## src/rtl/core/rsc_pkg.sv

```systemverilog
// Shared types, codes and helpers of the RPN stack calculator.
package rsc_pkg;

    localparam int STACK_DEPTH_DEF = 256;
    localparam int TOKEN_CHARS_DEF = 48;
    localparam int CMD_QUEUE_DEPTH = 2;
    localparam int DIV_N_W = 48;
    localparam int DIV_D_W = 32;

    localparam logic [14:0] INT_LIMIT = 15'd32767;
    localparam logic [2:0]  FRAC_MAX_DIGITS = 3'd5;

    localparam logic [7:0] CH_SPACE = 8'h20;
    localparam logic [7:0] CH_CR    = 8'h0D;
    localparam logic [7:0] CH_LF    = 8'h0A;
    localparam logic [7:0] CH_POINT = 8'h2E;
    localparam logic [7:0] CH_COMMA = 8'h2C;
    localparam logic [7:0] CH_ZERO  = 8'h30;
    localparam logic [7:0] CH_NINE  = 8'h39;
    localparam logic [7:0] CH_PLUS  = 8'h2B;
    localparam logic [7:0] CH_MINUS = 8'h2D;
    localparam logic [7:0] CH_STAR  = 8'h2A;
    localparam logic [7:0] CH_SLASH = 8'h2F;
    localparam logic [7:0] CH_Q_LO  = 8'h71;
    localparam logic [7:0] CH_Q_UP  = 8'h51;

    typedef enum logic [2:0] {
        ST_OK         = 3'd0,
        ST_STACK_FULL = 3'd1,
        ST_TOKEN_FULL = 3'd2,
        ST_IGNORED    = 3'd3,
        ST_DIV_ZERO   = 3'd4,
        ST_SATURATED  = 3'd5,
        ST_QUIT       = 3'd6
    } status_t;

    typedef enum logic [2:0] {
        K_DIGIT = 3'd0,
        K_POINT = 3'd1,
        K_END   = 3'd2,
        K_LINE  = 3'd3,
        K_OP    = 3'd4,
        K_QUIT  = 3'd5,
        K_OTHER = 3'd6
    } kind_t;

    typedef enum logic [1:0] {
        OP_ADD = 2'd0,
        OP_SUB = 2'd1,
        OP_MUL = 2'd2,
        OP_DIV = 2'd3
    } op_t;

    typedef struct packed {
        kind_t      kind;
        op_t        op;
        logic [3:0] digit;
    } cmd_t;

    typedef struct packed {
        logic halted;
        logic idle;
    } back_status_t;

    function automatic logic [16:0] pow_ten(input logic [2:0] n);
        case (n)
            3'd0:    pow_ten = 17'd1;
            3'd1:    pow_ten = 17'd10;
            3'd2:    pow_ten = 17'd100;
            3'd3:    pow_ten = 17'd1000;
            3'd4:    pow_ten = 17'd10000;
            3'd5:    pow_ten = 17'd100000;
            default: pow_ten = 17'd1;
        endcase
    endfunction

    // {saturated, value} clamped to the int32 range
    function automatic logic [32:0] sat32(input logic signed [63:0] v);
        if (v > 64'sd2147483647)
            sat32 = {1'b1, 32'h7FFF_FFFF};
        else if (v < -64'sd2147483648)
            sat32 = {1'b1, 32'h8000_0000};
        else
            sat32 = {1'b0, v[31:0]};
    endfunction

endpackage

```

## src/rtl/core/rsc_front.sv

```systemverilog
// Input side: takes characters and sorts them into commands.
module rsc_front (
    input  logic          push,
    input  logic [7:0]    ch,
    input  logic          fifo_full,
    output logic          full,
    output logic          wr_en,
    output rsc_pkg::cmd_t cmd
);
    import rsc_pkg::*;

    assign full  = fifo_full;
    assign wr_en = push && !fifo_full;

    always_comb
    begin
        cmd.kind  = K_OTHER;
        cmd.op    = OP_ADD;
        cmd.digit = ch[3:0];
        case (ch)
            CH_Q_LO, CH_Q_UP: cmd.kind = K_QUIT;
            CH_PLUS:
            begin
                cmd.kind = K_OP;
                cmd.op   = OP_ADD;
            end
            CH_MINUS:
            begin
                cmd.kind = K_OP;
                cmd.op   = OP_SUB;
            end
            CH_STAR:
            begin
                cmd.kind = K_OP;
                cmd.op   = OP_MUL;
            end
            CH_SLASH:
            begin
                cmd.kind = K_OP;
                cmd.op   = OP_DIV;
            end
            CH_SPACE, CH_CR:   cmd.kind = K_END;
            CH_LF:             cmd.kind = K_LINE;
            CH_POINT, CH_COMMA: cmd.kind = K_POINT;
            default:
            begin
                if (ch >= CH_ZERO && ch <= CH_NINE)
                begin
                    cmd.kind = K_DIGIT;
                end
            end
        endcase
    end
endmodule

```

## config.mk

```make
export PLATFORM = sky130hd
export DESIGN_NAME = rsc_front
export DESIGN_NICKNAME = d
export VERILOG_FILES = /design/src/rtl/core/rsc_pkg.sv /design/src/rtl/core/rsc_front.sv
export SDC_FILE = /design/constraint.sdc
export NUM_CORES = 1
export LEC_CHECK = 0
export CORE_AREA = 2 2 39 41
export DETAILED_ROUTE_END_ITERATION = 6
export DIE_AREA = 0 0 41 43
export DONT_BUFFER_PORTS = 1
export PLACE_DENSITY_LB_ADDON = 0.12
export SLEW_MARGIN = 40
export SYNTH_ARGS = -nofsm -noshare
export SYNTH_HDL_FRONTEND = slang
export SYNTH_SLANG_ARGS = --single-unit
```

## constraint.sdc

```tcl
create_clock -name vclk -period 1.7
set_input_delay 0.34 -clock vclk [all_inputs]
set_output_delay 0.34 -clock vclk [all_outputs]
set_load 0.005 [all_outputs]
```

# Word level (Yosys, flattened, before mapping)

Index checks and enable logic that the tools add are counted.

Register bits after elaboration: 0
Latch bits: 0
Bits in writable memories: 0
Bits in read-only memories: 0
Memories kept: 0

$add $sub $neg: 0
Multiply operators: 0
Div/mod/pow operators: 0
Order comparisons: 2
Equality and inequality tests: 11
Shifts and indexed selects: 0
Multiplexer cells: 3
Bitwise logic cells: 0
Reductions and logical operators: 7

Operators by type and width:

| cell                                                                                | count |
|---|---|
| 8-bit by 6-bit equality test with 1-bit output, second input constant               | 7 |
| 8-bit by 4-bit equality test with 1-bit output, second input constant               | 2 |
| 8-bit by 7-bit equality test with 1-bit output, second input constant               | 2 |
| 3-bit one-hot mux with 5 select lines                                               | 1 |
| 8-bit by 6-bit greater-or-equal comparator with 1-bit output, second input constant | 1 |
| 8-bit by 6-bit less-or-equal comparator with 1-bit output, second input constant    | 1 |
| 2-bit one-hot mux with 3 select lines                                               | 1 |
| 2-bit OR reduction                                                                  | 3 |
| 4-bit OR reduction                                                                  | 1 |
| 3-bit two-way mux                                                                   | 1 |
| 1-bit logical AND                                                                   | 2 |
| 1-bit zero test                                                                     | 1 |

# Logic depth before layout (Yosys ltp)

Gate-level depths: netlist of run 1.

Depth in word-level cells: 4
Depth in mapped cells: 5
Gate-level depth less buffers: 4

# Least setup slack after synthesis of run 1

Ideal clock, no wire load.

Kind: in2out
Start: input port ch[0]
End: output port cmd[8] in the netlist's numbering
Data arrival time: 1.137 ns
Data required time: 1.360 ns
Slack: 0.223 ns
Cell stages on the path: 5
Buffers on the path: 1
Cell sequence: buf_4 -> nand2_4 -> or4b_1 -> o31ai_1 -> a21boi_1

RTL lines:

| what               | line           | source |
|---|---|---|
| start: declaration | rsc_front.sv:4 | `input logic [7:0] ch,` |
| end: declaration   | rsc_front.sv:8 | `output rsc_pkg::cmd_t cmd` |

==> results.md, run 1 <==
* DRT Wirelength at a little over 600 um
* Detail Route Antenna Nets at 0
* HP Class: input port to output pin
* Worst setup margin at between 150 and 200 ps
* Achievable Freq at between 600 and 700 MHz
* Detailed Route Iter0 Violations at 0
* Final TNS setup at 0 ps
* Worst-Margin Slew at a little under 400 ps
* Relative slew slack at about three quarters
* Initial antenna violation count at 0
* Hold path depth at 0
* DRC viols at 0
* Layout Nets at 38
* First drt pass iteration count at 1
* Power Density at about 110 mW/mm^2
* Critical path endpoint: cmd[8]
* CTS hold repair buffers at 0
* Worst Path Required at roughly 1400 ps
* Most frequent cells in the layout: nor2_1 (3), nor2b_1 (2), o31ai_1 (2), nand2_1 (2), mux2i_1 (2)
* CP Launch Point: ch[7]
* RSZ-0062 raised after global routing: no
* # resized after CTS at 0
* Setup violators final at 0
* Crit Path Category: input port to output pin
* Yosys Warn Count at 0
* Netlist cell types at 22
* Average size of a mapped cell at between 7 and 8 sq um
* Number of setup buffers added after CTS at 0
* Global-route wire length before repair at roughly 950 um
* Global Route Usage Sum at 7.293%
* WL/cell at 14.71 um
* Fillers at around 160
* Max Fanout on Critical Path at 4
* Synth top area share at between 10% and 20%
* Clock buffers at 0
* Mapped Area at ~240 sq um
* Biggest area consumer among synthesized cells: buf_4
* Ratio of final minimum period to clock period at between 80% and 90%
* Die area at approximately 0.0018 sq mm
* Row Count at 14
* N_diodes at 0
* Endpoints failing hold at 0
* Worst setup SP type: input port
* Total gr overflow at 0
* Die Y at between 40 and 50 um
* Final GP Congestion at between 0.7 and 0.8
* Post-synthesis net count at between 40 and 50
* Layout cells sized above 1 at 3.846%
* Max_cap viols at 0
* Register Area at 0 sq um
* Core box area at around 0.0014 sq mm
* Layout overhead on the synthesized area at -15.34%
* Number of global-route vias before repair at roughly 180
* Most common cell after layout, fill and taps aside: nor2_1
* WP data arrival at approximately 1200 ps
* Io pins at 21
* Chip width at around 41 um
* Leak Pwr at around 0.064 nW
* FFs & Latches at 0
* VDD IR max at approximately 0.024 mV
* Largest net degree at the start of global routing at 10
* CP Capture Type: output pin
* Sequential-to-total area share from yosys stat at 0%
* Status: complete, no violations
* Ranking of synthesized cells by area: buf_4 (19%), mux2i_1 (8.5%), o31ai_1 (6.3%)
* Vias per cell at ~4.8
* Final HPWL from detailed placement at between 500 and 600 um
* Routed vias at between 200 and 250
* Tmin final at approximately 1500 ps
* Pins over their slew limit at 0
* Gate Count Post-Synth at 33
* Dpl ws at between 150 and 200 ps
* Initial core utilization at about 17%
* Number of port buffers at 0
## report_power, final
group	internal (mW)	switching [mW]
Sequential	0	0
Clock	0	0
Combinational	0.0132	0.00850
## worst min-delay path by stage
stage              to  slack (ps)      start
2_1_floorplan   wr_en         710  fifo_full
3_3_place_gp     full         680  fifo_full
3_5_place_dp     full         680  fifo_full
4_1_cts          full         680  fifo_full
5_1_grt        cmd[2]         680      ch[2]
6_report       cmd[2]         680      ch[2]
## through the flow
step	instance area, sq um	power, mW	std cells	util, %	hold WS (ps)
4_1_cts	200.2	0.02204	42	14.47	680.0
2_1_floorplan	236.5	0.03807	33	-	710.2
5_1_grt	200.2	0.02440	42	14.47	680.0
6_report	200.2	0.02171	42	14.47	680.0
3_5_place_dp	200.2	0.02198	42	14.47	680.0
3_3_place_gp	200.2	0.02202	42	14.47	680.0
## critical path, stage by stage
cell and delay [ps]:
nor3_1 350, and4b_1 250, o21ai_1 80, a21boi_1 150
## synth_stat cells (all sizes together)
cell,number
buf,7
nand2,3
nor2,3
mux2i,2
nor2b,2
o21ai,2
o31ai,2
a21boi,1
a21oi,1
and3,1
and4b,1
nand3,1
nand4b,1
nor3,1
nor3b,1
nor4b,1
o211a,1
or4b,1
xnor2,1
## routing by layer
| metal | track usage [%] | part of all wire (%) | up-vias |
|---|---|---|---|
| li1 | - | - | 102 |
| met1 | 10.13 | 47 | 91 |
| met2 | 11.25 | 44 | 8 |
| met3 | 2.618 | 8.9 | 0 |
| met4 | 0 | 0 | 0 |
| met5 | 0 | 0 | - |
## final cells by class
cell class	count	area (sq um)	share of cell area, %
multi-input cells	26	180.2	90.00
well taps	16	20.02	10.00
## logic make-up after synthesis
group / synth area share [%]
multiplexers: 8.466
XOR/XNOR: 3.704
AO/OA/AOI/OAI: 20.10
buffers and inverters: 23.81
AND/OR/NAND/NOR: 43.92
No activity file was read; power rests on OpenSTA's default activity.
==> run 2, diff against run 1 <==
Clock period 1.7 ns to 1.9 ns, I/O delays scaled along.
==> run 2 against run 1 <==
- combinational power decreased by 11%
- flip-flop and latch count unchanged
- design area unchanged
- worst setup slack improved by 110 ps
- first-iteration DRC count increased by 7
- die area unchanged
- critical path depth unchanged
- largest cell class unchanged
==> results.md, run 2 (synthesis results as in run 1) <==
* Core box area at 0.001384 sq mm (unchanged)
* Dpl cells at 42 (unchanged)
* Leak Pwr at 0.06416 nW (unchanged)
* WP data arrival at 1220 ps (was 1170 ps)
* Post-DP Area at 200.2 sq um (unchanged)
* Worst-Margin Slew at 409.5 ps (was 392.5 ps)
* VDD IR max at 0.02142 mV (was 0.02411 mV)
* Row Count at 14 (unchanged)
* Post-route insts no fill at 42 (unchanged)
* Vias per cell at 4.905 (was 4.786)
* Dpl ws at 300.5 ps (was 187.0 ps)
* Crit-path cells: nor3_1, and4b_1, o21ai_1, a21boi_1 (unchanged)
* Most common cell after layout, fill and taps aside: nor2_1 (unchanged)
* Crit Path Category: input port to output pin (unchanged)
* Endpoints failing hold at 0 (unchanged)
* Global-route wire length before repair at 903 um (was 945 um)
* Tmin final at around 1600 ps
* Die Y at 43 um (unchanged)
* Pins over their slew limit at 0 (unchanged)
* Max_cap viols at 0 (unchanged)
* Achievable Freq at 625.6 MHz
* CP Capture Type: output pin (unchanged)
* Layout overhead on the synthesized area at -15.34% (unchanged)
* Final GP Congestion at 0.7002 (was 0.7156)
* Total power at 0.01940 mW (was 0.02171 mW)
* Worst setup SP type: input port (unchanged)
* # resized after CTS at 0 (unchanged)
* Number of port buffers at 0 (unchanged)
* Worst setup margin at 301.5 ps (was 193.3 ps)
* Clock buffers at 0 (unchanged)
* WL met2 at 319 um (was 274 um)
* Register Area at 0 sq um (unchanged)
* Layout cells sized above 1 at 3.846% (unchanged)
* CTS hold repair buffers at 0 (unchanged)
* FFs & Latches at 0 (unchanged)
* Worst Path Required at 1520 ps (was 1360 ps)
* Ratio of final minimum period to clock period at between 80% and 90%
* Number of setup buffers added after CTS at 0 (unchanged)
* Slowest Stage Delay on Critical Path at 360 ps (was 350 ps)
* Layout Nets at 38 (unchanged)
* Max Fanout on Critical Path at 4 (unchanged)
* Routed vias at 206 (was 201)
* Slowest CP cell: nor3_1 (unchanged)
* Global Route Usage Sum at 6.993% (was 7.293%)
* Final HPWL from detailed placement at 502.5 um (was 510.7 um)
* Die area at 0.001763 sq mm (unchanged)
* Number of global-route vias before repair at 175 (was 179)
* Relative slew slack at 72.49% (was 73.63%)
* Initial core utilization at 17.09% (unchanged)
* Total gr overflow at 0 (unchanged)
* RSZ-0062 raised after global routing: no (unchanged)
* HP Class: input port to output pin (unchanged)
* Detail Route Antenna Nets at 0 (unchanged)
* Status: complete, no violations (unchanged)
* Largest net degree at the start of global routing at 10 (unchanged)
* DRC viols at 0 (unchanged)
* Fillers at 160 (was 163)
* Most frequent cells in the layout: nor2_1 (3), nor2b_1 (2), o31ai_1 (2), nand2_1 (2), mux2i_1 (2) (unchanged)
* Initial antenna violation count at 0 (unchanged)
* DRT Wirelength at 639 um (was 618 um)
* Io pins at 21 (unchanged)
* Final TNS setup at 0 ps (unchanged)
* Met3 wire len at 53 um (was 55 um)
* Chip width at 41 um (unchanged)
* Routed length on met1 at 266 um (was 288 um)
* WL/cell at 15.21 um (was 14.71 um)
* Highest routed layer: met3 (unchanged)
* N_diodes at 0 (unchanged)
* Hold Slack at 760.0 ps (was 680.0 ps)
* Finished Core Util at 14.47% (unchanged)
* Fin area at 200.2 sq um (unchanged)
* Detailed Route Iter0 Violations at 7 (was 0)
* Setup violators final at 0 (unchanged)
* Power Density at 96.90 mW/mm^2 (was 108.5 mW/mm^2)
* First drt pass iteration count at 4 (was 1)
run 2: cell counts in the layout (fill, tap and decap cells not counted):
Identical to the previous run, type by type.
run 2: final cells by class:
cell class | instances | area (sq um) | area share (%)
multi-input combinational | 26 | 180.2 | 90.00
tap | 16 | 20.02 | 10.00
run 2: worst paths after layout:
kind / slack, ps / depth (start not counted) / to / startpoint
max: 300 / 4 / cmd[8] / ch[7]
min: 760 / 0 / cmd[2] / ch[2]
run 2: where the power goes:
part           internal (mW)  leakage, nW  switching, mW
Combinational         0.0118       0.0642        0.00758
Clock                      0            0              0
Sequential                 0            0              0
Total                 0.0118       0.0642        0.00758
run 2: layer usage:
metal / global-route usage, % / vias up
li1: - / 102
met1: 9.494 / 97
met2: 11.25 / 7
met3: 2.094 / 0
met4: 0 / 0
met5: 0 / -
run 2: worst max-delay path, delay by kind of cell:
kind / cells / cell delay [ps]
AO/OA/AOI/OAI: 2 / 220
AND/OR/NAND/NOR: 2 / 610
