<file path="src/rtl/core/rsc_pkg.sv">
// Shared types, codes and helpers of the RPN stack calculator.
package rsc_pkg;

    localparam int STACK_DEPTH_DEF = 256;
    localparam int TOKEN_CHARS_DEF = 48;
    localparam int CMD_QUEUE_DEPTH = 2;
    localparam int DIV_N_W = 48;
    localparam int DIV_D_W = 32;

    localparam logic [14:0] INT_LIMIT = 15'd32767;
    localparam logic [2:0]  FRAC_MAX_DIGITS = 3'd5;

    localparam logic [7:0] CH_SPACE = 8'h20;
    localparam logic [7:0] CH_CR    = 8'h0D;
    localparam logic [7:0] CH_LF    = 8'h0A;
    localparam logic [7:0] CH_POINT = 8'h2E;
    localparam logic [7:0] CH_COMMA = 8'h2C;
    localparam logic [7:0] CH_ZERO  = 8'h30;
    localparam logic [7:0] CH_NINE  = 8'h39;
    localparam logic [7:0] CH_PLUS  = 8'h2B;
    localparam logic [7:0] CH_MINUS = 8'h2D;
    localparam logic [7:0] CH_STAR  = 8'h2A;
    localparam logic [7:0] CH_SLASH = 8'h2F;
    localparam logic [7:0] CH_Q_LO  = 8'h71;
    localparam logic [7:0] CH_Q_UP  = 8'h51;

    typedef enum logic [2:0] {
        ST_OK         = 3'd0,
        ST_STACK_FULL = 3'd1,
        ST_TOKEN_FULL = 3'd2,
        ST_IGNORED    = 3'd3,
        ST_DIV_ZERO   = 3'd4,
        ST_SATURATED  = 3'd5,
        ST_QUIT       = 3'd6
    } status_t;

    typedef enum logic [2:0] {
        K_DIGIT = 3'd0,
        K_POINT = 3'd1,
        K_END   = 3'd2,
        K_LINE  = 3'd3,
        K_OP    = 3'd4,
        K_QUIT  = 3'd5,
        K_OTHER = 3'd6
    } kind_t;

    typedef enum logic [1:0] {
        OP_ADD = 2'd0,
        OP_SUB = 2'd1,
        OP_MUL = 2'd2,
        OP_DIV = 2'd3
    } op_t;

    typedef struct packed {
        kind_t      kind;
        op_t        op;
        logic [3:0] digit;
    } cmd_t;

    typedef struct packed {
        logic halted;
        logic idle;
    } back_status_t;

    function automatic logic [16:0] pow_ten(input logic [2:0] n);
        case (n)
            3'd0:    pow_ten = 17'd1;
            3'd1:    pow_ten = 17'd10;
            3'd2:    pow_ten = 17'd100;
            3'd3:    pow_ten = 17'd1000;
            3'd4:    pow_ten = 17'd10000;
            3'd5:    pow_ten = 17'd100000;
            default: pow_ten = 17'd1;
        endcase
    endfunction

    // {saturated, value} clamped to the int32 range
    function automatic logic [32:0] sat32(input logic signed [63:0] v);
        if (v > 64'sd2147483647)
            sat32 = {1'b1, 32'h7FFF_FFFF};
        else if (v < -64'sd2147483648)
            sat32 = {1'b1, 32'h8000_0000};
        else
            sat32 = {1'b0, v[31:0]};
    endfunction

endpackage

</file>
<file path="src/rtl/core/rsc_cmd_fifo.sv">
// Short command queue between the classifier and the execution unit.
module rsc_cmd_fifo #(
    parameter int DEPTH = rsc_pkg::CMD_QUEUE_DEPTH
) (
    input  logic                       clk,
    input  logic                       rst_n,
    input  logic                       wr_en,
    input  rsc_pkg::cmd_t              wr_cmd,
    input  logic                       rd_en,
    output rsc_pkg::cmd_t              rd_cmd,
    output logic                       empty,
    output logic                       full,
    output logic [$clog2(DEPTH+1)-1:0] level
);
    import rsc_pkg::*;

    localparam int PW  = $clog2(DEPTH);
    localparam int LVW = $clog2(DEPTH + 1);

    cmd_t           mem_reg [DEPTH];
    logic [PW-1:0]  wr_ptr_reg, wr_ptr_next;
    logic [PW-1:0]  rd_ptr_reg, rd_ptr_next;
    logic [LVW-1:0] level_reg, level_next;
    logic           wr_ok;
    logic           rd_ok;

    assign empty = level_reg == '0;
    assign full  = level_reg == LVW'(DEPTH);
    assign wr_ok = wr_en && !full;
    assign rd_ok = rd_en && !empty;

    always_comb
    begin
        wr_ptr_next = wr_ptr_reg;
        rd_ptr_next = rd_ptr_reg;
        level_next  = level_reg;
        if (wr_ok)
        begin
            wr_ptr_next = (wr_ptr_reg == PW'(DEPTH - 1)) ? '0 : wr_ptr_reg + PW'(1);
        end
        if (rd_ok)
        begin
            rd_ptr_next = (rd_ptr_reg == PW'(DEPTH - 1)) ? '0 : rd_ptr_reg + PW'(1);
        end
        if (wr_ok && !rd_ok)
        begin
            level_next = level_reg + LVW'(1);
        end
        else if (rd_ok && !wr_ok)
        begin
            level_next = level_reg - LVW'(1);
        end
    end

    always_ff @(posedge clk)
    begin
        if (wr_ok)
        begin
            mem_reg[wr_ptr_reg] <= wr_cmd;
        end
    end

    always_ff @(posedge clk or negedge rst_n)
    begin
        if (!rst_n)
        begin
            wr_ptr_reg <= '0;
            rd_ptr_reg <= '0;
            level_reg  <= '0;
        end
        else
        begin
            wr_ptr_reg <= wr_ptr_next;
            rd_ptr_reg <= rd_ptr_next;
            level_reg  <= level_next;
        end
    end

    assign rd_cmd = mem_reg[rd_ptr_reg];
    assign level  = level_reg;
endmodule

</file>
<file path="config.mk">
export PLATFORM = sky130hd
export DESIGN_NAME = rsc_cmd_fifo
export DESIGN_NICKNAME = d
export VERILOG_FILES = /design/src/rtl/core/rsc_pkg.sv /design/src/rtl/core/rsc_cmd_fifo.sv
export SDC_FILE = /design/constraint.sdc
export NUM_CORES = 1
export LEC_CHECK = 0
export BUFFER_PORTS_ARGS = -buffer_cell sky130_fd_sc_hd__buf_2
export CORE_MARGIN = 8
export CORE_UTILIZATION = 40
export DETAILED_ROUTE_END_ITERATION = 16
export PLACE_DENSITY = 0.67
export SLEW_MARGIN = 20
export SYNTH_ARGS = -nofsm -noshare
export SYNTH_HDL_FRONTEND = slang
export SYNTH_SLANG_ARGS = --single-unit
</file>
<file path="constraint.sdc">
create_clock -name clk -period 3.4 [get_ports clk]
set_clock_uncertainty 0.2 [all_clocks]
set_input_delay 0.17 -clock clk [delete_from_list [all_inputs] [get_ports clk]]
set_output_delay 0.17 -clock clk [all_outputs]
set_load 0.02 [all_outputs]
</file>
# == Word level (Yosys, flattened, before mapping) ==
# Memories as Yosys holds them, arrays and structs flattened.
# Cells that the tools add are included.
# op_classes
reduce_logical,10
eq_ne,1
n_addsub,4
mux,6
# op_table
operator,n
$logic_and 1x1->1,4
$logic_not 1->1,4
$mux 1,4
$mux 2,2
$add 1x1->1 const B,2
$add 2x1->2 const B,1
$eq 2x2->1 const B,1
$logic_not 2->1,1
$reduce_bool 2->1,1
$sub 2x1->2 const B,1
# word_totals
out_inout_bits,13
mem_count,1
ram_bits,18
in_bits,13
wordCells,25
regBits,4
# mem_list
memory,depth,word_bits,rd,rd_clocked_by_memory_dff,wr,line,text
mem_reg,2,9,1,0,1,rsc_cmd_fifo.sv:20,cmd_t mem_reg [DEPTH];

# == Longest topological paths before layout ==
# Gate-level depths: netlist of run 1.
# depth
ltp_word,7
depth_mapped,7
depth_no_buf,7

# == Worst setup path after synthesis of run 1 ==
# No wires, ideal clock.
# synth_path
path_type,flip-flop to flip-flop
start,"register level_reg[0], in the netlist level[0]"
end,memory mem_reg[0][0] (netlist bit) (enable)
period_less_slack_ps,1789
stages_incl_launch_ff,4
path_buffers,0
path_slack_ps,1611
required_ps,2826
setup_time_ps,374
t_arrival_ps,1215
path_cell_list,dfrtp_1 > nand2b_1 > nand2_2 > nor2_1
# synth_via
elab_chain_cells,5
# synth_lines
item,line,text
from (decl),rsc_cmd_fifo.sv:23,"logic [LVW-1:0] level_reg, level_next;"
from (signal assigned),rsc_cmd_fifo.sv:75,level_reg <= level_next;
$eq 2x2->1,rsc_cmd_fifo.sv:28,assign full = level_reg == LVW'(DEPTH);
$logic_not 1->1,rsc_cmd_fifo.sv:29,assign wr_ok = wr_en && !full;
$logic_and 1x1->1,rsc_cmd_fifo.sv:29,
$mux 1,rsc_cmd_fifo.sv:57,if (wr_ok)
$mux 1 (implied by the code),rsc_cmd_fifo.sv:59,mem_reg[wr_ptr_reg] <= wr_cmd;
to (decl),rsc_cmd_fifo.sv:20,
# Every way passes these cells.

# == Final worst setup path of run 1 ==
# Same ends and word-level chain as after synthesis.

==> results of run 1 <==
## path summary, 6_finish.rpt
| check | start | endpoint | slack [ps] | cells after the start |
|---|---|---|---|---|
| worst min-delay path | rd_en | rd_ptr_reg$_DFFE_PN0P_ | 0.6 | 3 |
| min in group asynchronous | rst_n | level[0]$_DFFE_PN0P_ | 550 | 3 |
| worst max register to register | level[0]$_DFFE_PN0P_ | mem_reg[0][0]$_DFFE_PP_ | 1530 | 3 |
| worst max-delay path | level[0]$_DFFE_PN0P_ | mem_reg[0][0]$_DFFE_PP_ | 1530 | 3 |
| worst min register to register | wr_ptr_reg$_DFFE_PN0P_ | wr_ptr_reg$_DFFE_PN0P_ | 330 | 1 |
| max in group asynchronous | rst_n | level[1]$_DFFE_PN0P_ | 2270 | 3 |
## metal layers
layer  global-route usage  routed length (um)  vias to the layer above
met5                    0                   0                        -
met4               0.0262                  16                        0
met3               0.0394                 123                        2
met2                0.123                 681                       20
met1               0.0863                 656                      235
li1                     -                   -                      251
## layout by cell type (no fill, tap or decap)
cell,instances
buf_2,25
xnor2_2,1
nand2b_1,1
dfrtp_1,4
nand2_2,1
xor2_1,2
xnor2_1,2
mux2_2,4
edfxtp_1,18
ha_1,1
mux2_1,5
clkbuf_8,1
clkbuf_4,3
and3_1,1
nor2_1,3
inv_1,2
dlygate4sd3_1,12
o21ai_1,1
## per-stage QoR
stage                     setup slack, ps  cell area, um2  hold slack (ps)
final                                1530            1160            0.576
after global routing                 1430            1160             4.32
after CTS                            1490            1160             2.68
after detailed placement             1510            1010             -216
after global placement               1570            1010             -219
after floorplan                      1610             853             -326
## layout make-up
cell class,instances,area (um2),area share
clock buffers,4,36.3,0.0312
inverters,2,7.51,0.00645
multi-input cells,22,200,0.172
flip-flops and latches,22,641,0.551
well taps,27,33.8,0.0290
repair buffers,37,245,0.211
## logic make-up (layout without fill, tap and decap cells)
logic type               count (synthesis)  after routing  share of synthesized area
flip-flops                              22             22                      0.751
multiplexers                             9              9                      0.119
AND/OR/NAND/NOR                          6              6                     0.0352
XOR/XNOR                                 5              5                     0.0601
buffers and inverters                    3             43                     0.0147
adder cells (fa/ha/maj)                  1              1                     0.0147
AO/OA/AOI/OAI                            1              1                    0.00586
## what timing repair did
action	CTS	global route
resized for setup	0	0
hold buffers	12	0
endpoints found under the hold margin	23	0
## critical path: stages (launching register included)
cell	delay [ps]
dfrtp_1	460
nand2b_1	190
nand2_2	100
nor2_1	570
## report_power, final
group | internal [mW] | switching [mW] | leakage [nW] | total [mW]
Combinational | 0.154 | 0.201 | 0.249 | 0.356
Clock | 0.0652 | 0.0721 | 0.0210 | 0.137
Sequential | 0.376 | 0.0575 | 0.214 | 0.433
Total | 0.596 | 0.331 | 0.484 | 0.926
==> metrics.cfg, run 1 <==
[placed_design]
dp_hpwl_um = 1060
gp_congestion = 0.635
dp.cells = 98
port_buffers = 25

[critical_path]
timing_worst_setup_path_type = flop to flop
worstPathRequired_ps = 3140
end_kind = flop
crit_fanout = 9
cp-start-kind = flop
cp_data_arrival_time_ps = 1610

[global_route]
grt_pass1_wl_um = 2410
grtUsageTotal = 0.0771
grt_max_degree = 13
grt_pass1_vias = 528
grt_antenna_before_repair = 0
grt_overflow = 0

[floorplan]
die-area_um2 = 3870
start_util = 0.431
core_area_um2 = 1980
rows = 16
dieWidth_um = 62.2
fp.dieH_um = 62.2
io_pins = 26

[layout]
fillers = 179
post-route-util = 0.587
n_antenna_cell = 0
final_nets = 102
areaGrowthSynthToFinish_pct = 36.4
final_cells = 114
drive_gt1_frac = 0.402
largest_register_ffs = 18

[timing]
fmax_ghz = 0.535
relSlewSlack = 0.509
setup_tns_ps = 0
drv_slew = 0
final_hold_viol_count = 0
fin_crit_sh = 0.550
setup_violations = 0
rsz0062_at_grt = false
period_minus_slack_ps = 1870
worst_slew_pin_slew_ps = 733

[logic_synthesis]
yosysMostFrequentCell = edfxtp_1
ys_seq_area_frac = 0.751
ys_ff_latch = 22
netlist_instances = 47
syn_area_um2 = 853
yosys.area.top_type_share = 0.633
synth_area_leaders = edfxtp_1 (63%), dfrtp_1 (12%), mux2_1 (6.6%)
synthArstFlopShare = 0.182
synth_flop_cell = edfxtp_1
synth_enable_flop_cells = 18
synth_warnings = 0
netlist.top_cell.by_area = edfxtp_1
synth_fp_nets = 61
avgSynthCellArea_um2 = 18.2
synth.distinct_cells = 15
synth_common_cells = edfxtp_1 (18), mux2_1 (5), dfrtp_1 (4), mux2_2 (4), nor2_1 (3)

[power]
power.density_nw_per_um2 = 796
power_mw = 0.926
p_leak_nw = 0.484
peakVddDrop_mv = 0.526

[route]
dr.pass1.iters = 2
drcViolationCount = 0
dr.first_iter.drc_count = 7
wl_per_cell_um = 13.0
vias_per_cell = 4.46
wl_um = 1480
detail-route-antenna-nets = 0
vias = 508

[flow_run]
maxCapViolCount = 0

[clock_network]
clk_pin_slew_ps = 110
post-cts-setup-buffers = 0
cts_root_buf = clkbuf_4
cts_buffers = 3
worst_skew_pair.late_latency_ps = 290
cts.htree.levels = 1
cts.sinks = 22
cts_tree = done
clk_path_buf_depth = 2

[hold_path]
hold_class = primary input to flop

[run_status]
status = complete, no violations

Note: power is estimated with default switching activity, not from simulation.
==> inputs of run 2 (changes only) <==
==> constraint.sdc (replaced) <==
create_clock -name clk -period 1.81 [get_ports clk]
set_clock_uncertainty 0.2 [all_clocks]
set_input_delay 0.0905 -clock clk [delete_from_list [all_inputs] [get_ports clk]]
set_output_delay 0.0905 -clock clk [all_outputs]
set_load 0.02 [all_outputs]
==> metrics.cfg, run 2 (same netlist as run 1, synthesis figures left out) <==
[run_status]
status = complete, no violations  ; unchanged

[timing]
fin_crit_sh = 0.914
worst_slew_pin_slew_ps = 446  ; was 733 ps
setup_tns_ps = 0  ; unchanged
fin_ws_ps = 156  ; was 1530 ps
drv_slew = 0  ; unchanged
period_minus_slack_ps = 1650
final_hold_viol_count = 0  ; unchanged
fmax_ghz = 0.604
rsz0062_at_grt = false  ; unchanged
relSlewSlack = 0.703  ; was 0.509
setup_violations = 0  ; unchanged

[route]
detail-route-antenna-nets = 0  ; unchanged
vias_per_cell = 4.37  ; was 4.46
dr.first_iter.drc_count = 14  ; was 7
drcViolationCount = 0  ; unchanged
wl_um = 1500  ; was 1480 um
vias = 511  ; was 508
wl_per_cell_um = 12.8  ; was 13.0 um
dr.pass1.iters = 2  ; unchanged

[critical_path]
reg2reg_slack_ps = 160  ; was 1530 ps
crit_chain = mux2_2 -> buf_2  ; was nand2b_1 -> nand2_2 -> nor2_1
reg2reg_to = level[1]$_DFFE_PN0P_  ; was mem_reg[0][0]$_DFFE_PP_
max_stage_delay_ps = 540  ; was 570 ps
timing_worst_setup_path_type = flop to primary output  ; was flop to flop
crit_fanout = 10  ; was 9
r2r_start = level[0]$_DFFE_PN0P_  ; unchanged
cp-start-kind = flop  ; unchanged
path_buf_inv = 1  ; was 0
worstPathRequired_ps = 1520  ; was 3140 ps
cp_data_arrival_time_ps = 1360  ; was 1610 ps
startpoint = rd_ptr_reg$_DFFE_PN0P_  ; was level[0]$_DFFE_PN0P_
cp_slowest_cell = dfrtp_2  ; was nor2_1
worstSetupPathDepth = 2  ; was 3
cp-endpoint = rd_cmd[1]  ; was mem_reg[0][0]$_DFFE_PP_
rr_worst_depth = 6  ; was 3
end_kind = primary output  ; was flop
critPathTopFamily = flip-flops  ; was simple AND/OR/NAND/NOR gates

[floorplan]
start_util = 0.431  ; unchanged
core_area_um2 = 1980  ; unchanged
io_pins = 26  ; unchanged
fp.dieH_um = 62.2  ; unchanged
dieWidth_um = 62.2  ; unchanged
rows = 16  ; unchanged
die-area_um2 = 3870  ; unchanged

[layout]
most-common-layout-cells = buf_2 (25), edfxtp_1 (18), dlygate4sd3_1 (13), mux2_1 (5), mux2_2 (4)  ; was buf_2 (25), edfxtp_1 (18), dlygate4sd3_1 (12), mux2_1 (5)
drive_gt1_frac = 0.433  ; was 0.402
n_antenna_cell = 0  ; unchanged
final_area_um2 = 1190  ; was 1160 um2
final_common_cell = buf_2  ; unchanged
post-route-util = 0.601  ; was 0.587
areaGrowthSynthToFinish_pct = 39.6  ; was 36.4%
final_cells = 117  ; was 114
fillers = 166  ; was 179
regArea_um2 = 643  ; was 641 um2
largest_register_ffs = 18  ; unchanged
final_nets = 105  ; was 102
multiInputGateArea_um2 = 200  ; unchanged

[global_route]
grt_max_degree = 13  ; unchanged
grt_pass1_wl_um = 2500  ; was 2410 um
grt_pass1_vias = 566  ; was 528
grt_antenna_before_repair = 0  ; unchanged
grt_overflow = 0  ; unchanged
grtUsageTotal = 0.0793  ; was 0.0771

[placed_design]
dp_hpwl_um = 1020  ; was 1060 um
gp_congestion = 0.601  ; was 0.635
dpl_cell_area_um2 = 1010  ; about the same
dp.cells = 99  ; was 98
port_buffers = 25  ; unchanged
place_ws_ps = 90.1  ; was 1510 ps

[clock_network]
cts.htree.levels = 1  ; unchanged
cts_root_buf = clkbuf_4  ; unchanged
cts_tree = done  ; unchanged
clk_path_buf_depth = 2  ; unchanged
clk_pin_slew_ps = 120  ; was 110 ps
worst_skew_pair.late_latency_ps = 300  ; was 290 ps
cts.sinks = 22  ; unchanged
cts_buffers = 3  ; unchanged

[power]
p_leak_nw = 0.496  ; was 0.484 nW
peakVddDrop_mv = 0.955  ; was 0.526 mV
power.density_nw_per_um2 = 1500  ; was 796 nW/um2

[hold_path]
hold_class = primary input to flop  ; unchanged
hp-start = wr_cmd[6]  ; was rd_en

[flow_run]
maxCapViolCount = 0  ; unchanged

==> run 2: changes by cell type in the layout (fill, tap and decap cells not counted) <==
| cell | delta |
|---|---|
| dfrtp_2 | +2 |
| buf_4 | +2 |
| dlygate4sd3_1 | +1 |
| dfrtp_1 | -2 |
==> run 2: timing repair <==
action / in CTS / in global routing
hold endpoints to repair: 24 / 0
endpoints found under the setup margin: 0 / 10
hold buffers: 13 / 0
setup buffers: 0 / 1
resized for setup: 0 / 2
==> run 2: cell type report <==
class                      instances  area share
inverter                           2     0.00630
multi-input combinational         22       0.168
clock buffer                       4      0.0305
sequential                        22       0.540
timing repair buffer              40       0.227
tap                               27      0.0284
==> run 2: power breakdown <==
part	total (mW)	leakage [nW]	switching, mW	internal (mW)
sequential	0.809	0.212	0.0996	0.710
combinational	0.712	0.263	0.397	0.315
clock	0.265	0.0210	0.143	0.123
total	1.79	0.496	0.639	1.15
==> run 2: stage by stage <==
step | total power [mW] | hold WS, ps
6_report | 1.79 | 305
5_1_grt | 1.89 | 299
4_1_cts | 1.78 | 297
3_5_place_dp | 1.50 | -295
3_3_place_gp | 1.48 | -299
2_1_floorplan | 1.28 | -405
==> run 2: worst reg2reg max path, stage by stage, from the launching register on <==
cell and delay (ps):
dfrtp_2 420, buf_4 150, o21ai_1 210, ha_1 210, xor2_1 160, nor2_1 60
xor2_1 130
==> run 2: routing by layer <==
metal	vias up	GRT usage	routed length, um
met5	-	0	0
met4	0	0.0350	17
met3	2	0.0412	120
met2	20	0.127	702
met1	235	0.0851	657
li1	254	-	-
==> run 2: how the worst min path moves through the flow <==
| stage | endpoint | slack, ps | cells after the start |
|---|---|---|---|
| floorplan | level[0]$_DFFE_PN0P_ | -410 | 0 |
| CTS | mem_reg[1][8]$_DFFE_PP_ | 300 | 2 |
| detailed placement | wr_ptr_reg$_DFFE_PN0P_ | -290 | 1 |
| global route | mem_reg[0][8]$_DFFE_PP_ | 300 | 2 |
| global placement | level[0]$_DFFE_PN0P_ | -300 | 1 |
| finish | mem_reg[1][6]$_DFFE_PP_ | 300 | 2 |
==> inputs of run 3 (changes only) <==
--- a/config.mk
+++ b/config.mk
@@ -10,6 +10,7 @@
 export CORE_UTILIZATION = 40
 export DETAILED_ROUTE_END_ITERATION = 16
 export PLACE_DENSITY = 0.67
+export REMOVE_ABC_BUFFERS = 1
 export SLEW_MARGIN = 20
 export SYNTH_ARGS = -nofsm -noshare
 export SYNTH_HDL_FRONTEND = slang
==> constraint.sdc (replaced) <==
create_clock -name clk -period 1.6 [get_ports clk]
set_clock_uncertainty 0.2 [all_clocks]
set_input_delay 0.08 -clock clk [delete_from_list [all_inputs] [get_ports clk]]
set_output_delay 0.08 -clock clk [all_outputs]
set_load 0.02 [all_outputs]
==> metrics.cfg, run 3 (same netlist as run 1, synthesis figures left out) <==
[run_status]
status = complete, no violations  ; unchanged

[global_route]
grt_pass1_wl_um = 2670  ; was 2500 um
grtUsageTotal = 0.0859  ; was 0.0793
grt_antenna_before_repair = 0  ; unchanged
grt_max_degree = 14  ; was 13
grt_pass1_vias = 586  ; was 566
grt_overflow = 0  ; unchanged

[route]
dr.pass1.iters = 5  ; was 2
vias = 541  ; was 511
wl_per_cell_um = 13.0  ; was 12.8 um
drcViolationCount = 0  ; unchanged
dr.first_iter.drc_count = 8  ; was 14
detail-route-antenna-nets = 0  ; unchanged
vias_per_cell = 4.29  ; was 4.37
wl_um = 1640  ; was 1500 um

[critical_path]
cp-start-kind = flop  ; unchanged
critPathTopFamily = flip-flops  ; unchanged
max_stage_delay_ps = 390  ; was 540 ps
end_kind = primary output  ; unchanged
worstPathRequired_ps = 1320  ; was 1520 ps
rr_worst_depth = 7  ; was 6
crit_fanout = 3  ; was 10
worstSetupPathDepth = 3  ; was 2
cp_slowest_cell = dfrtp_1  ; was dfrtp_2
cp_data_arrival_time_ps = 1300  ; was 1360 ps
crit_chain = buf_4 -> mux2_2 -> buf_2  ; was mux2_2 -> buf_2
timing_worst_setup_path_type = flop to primary output  ; unchanged
path_buf_inv = 2  ; was 1

[floorplan]
dieWidth_um = 62.2  ; unchanged
fp.dieH_um = 62.2  ; unchanged
core_area_um2 = 1980  ; unchanged
die-area_um2 = 3870  ; unchanged
start_util = 0.431  ; unchanged
io_pins = 26  ; unchanged
rows = 16  ; unchanged

[timing]
worst_slew_pin_slew_ps = 204  ; was 446 ps
relSlewSlack = 0.863  ; was 0.703
fmax_ghz = 0.633
period_minus_slack_ps = 1580
rsz0062_at_grt = true  ; was false
final_hold_viol_count = 0  ; unchanged
setup_tns_ps = 0  ; unchanged
fin_crit_sh = 0.988
drv_slew = 0  ; unchanged
setup_violations = 0  ; unchanged

[layout]
final_cells = 126  ; was 117
largest_register_ffs = 18  ; unchanged
final_nets = 114  ; was 105
most-common-layout-cells = buf_2 (18), edfxtp_1 (18), dlygate4sd3_1 (13), buf_4 (10), buf_6 (8)  ; was buf_2 (25), edfxtp_1 (18), dlygate4sd3_1 (13), mux2_1 (5), mux2_2 (4)
n_antenna_cell = 0  ; unchanged
areaGrowthSynthToFinish_pct = 59.2  ; was 39.6%
regArea_um2 = 642  ; was 643 um2
fillers = 146  ; was 166
post-route-util = 0.686  ; was 0.601
multiInputGateArea_um2 = 238  ; was 200 um2
drive_gt1_frac = 0.545  ; was 0.433

[hold_path]
hold_class = primary input to flop  ; unchanged
holdPathStages = 2  ; unchanged

[power]
pwr-share-clk = 0.163  ; was 0.148
p_sw_mw = 0.803  ; was 0.639 mW
p_leak_nw = 0.600  ; was 0.496 nW
peakVddDrop_mv = 1.24  ; was 0.955 mV
power.density_nw_per_um2 = 1850  ; was 1500 nW/um2
combPwrFrac = 0.488  ; was 0.399
p_seq_frac = 0.350  ; was 0.453
switching_share = 0.319  ; was 0.358
p_int_mw = 1.71  ; was 1.15 mW

[clock_network]
cts_buffers = 3  ; unchanged
clk_pin_slew_ps = 120  ; about the same
clk_path_buf_depth = 2  ; unchanged
worst_skew_pair.late_latency_ps = 290  ; was 300 ps
cts.htree.levels = 1  ; unchanged
cts_root_buf = clkbuf_4  ; unchanged
cts_tree = done  ; unchanged
cts.sinks = 22  ; unchanged

[placed_design]
dp_hpwl_um = 1120  ; was 1020 um
dp.cells = 105  ; was 99
port_buffers = 25  ; unchanged
gp_congestion = 0.611  ; was 0.601

[flow_run]
maxCapViolCount = 0  ; unchanged

[run 3: changes by cell type in the layout (fill, tap and decap cells not counted), sizes merged]
cell | before | now
buf | 27 | 36
bufinv | 0 | 1
clkbuf | 4 | 3
[run 3: worst paths after layout]
kind	start	to	slack (ps)
setup / recovery	rd_ptr_reg$_DFFE_PN0P_	rd_cmd[6]	20
setup reg to reg	level[0]$_DFFE_PN0P_	level[1]$_DFFE_PN0P_	50
max in group asynchronous	rst_n	level[1]$_DFFE_PN0P_	510
hold / removal	wr_cmd[1]	mem_reg[1][1]$_DFFE_PP_	300
min in group asynchronous	rst_n	level[0]$_DFFE_PN0P_	500
hold reg to reg	wr_ptr_reg$_DFFE_PN0P_	wr_ptr_reg$_DFFE_PN0P_	350
[run 3: worst reg2reg max path: cells and delay by family (launching register included)]
family	cells	cell delay, ps
DFF	1	400
xor gates and xnor gates	2	300
and+or+nand+nor	3	360
adders and majority gates	1	200
buffers and inverters	1	40
[run 3: layout make-up]
cell class                 instances  area share
clock buffer                       3      0.0166
clock inverter                     1      0.0221
inverter                           2     0.00552
multi-input combinational         22       0.175
sequential                        22       0.472
tap                               27      0.0249
timing repair buffer              49       0.284
[run 3: what timing repair did]
action	in CTS	in global routing
gates resized for setup	15	11
setup buffers	1	3
hold endpoints to repair	24	0
pin swaps	1	2
endpoints found under the setup margin	8	10
hold buffers	13	0
[run 3: metrics by stage]
stage          cell area, um2  setup WS, ps  hold WS (ps)  power [mW]
6_report                 1360          19.5           296        2.51
5_1_grt                  1360         -48.4           282        2.64
4_1_cts                  1300         -7.51           284        2.37
3_5_place_dp             1060          4.28          -308        1.80
3_3_place_gp             1060          42.4          -309        1.77
2_1_floorplan             848          -189          -416        1.44
[run 3: power by group through the flow]
| stage | registers (mW) | clock network [mW] | logic (mW) |
|---|---|---|---|
| 5_1_grt | 0.896 | 0.443 | 1.30 |
| 6_report | 0.879 | 0.409 | 1.23 |
| 2_1_floorplan | 0.941 | 0 | 0.497 |
| 3_5_place_dp | 0.880 | 0 | 0.917 |
| 4_1_cts | 0.867 | 0.423 | 1.09 |
| 3_3_place_gp | 0.872 | 0 | 0.901 |
[run 3: metal layers]
layer | GRT usage | up-vias | wire length (um)
met1 | 0.0923 | 249 | 687
met2 | 0.144 | 16 | 858
met5 | 0 | - | 0
met3 | 0.0376 | 2 | 82
li1 | - | 274 | -
met4 | 0.0350 | 0 | 10
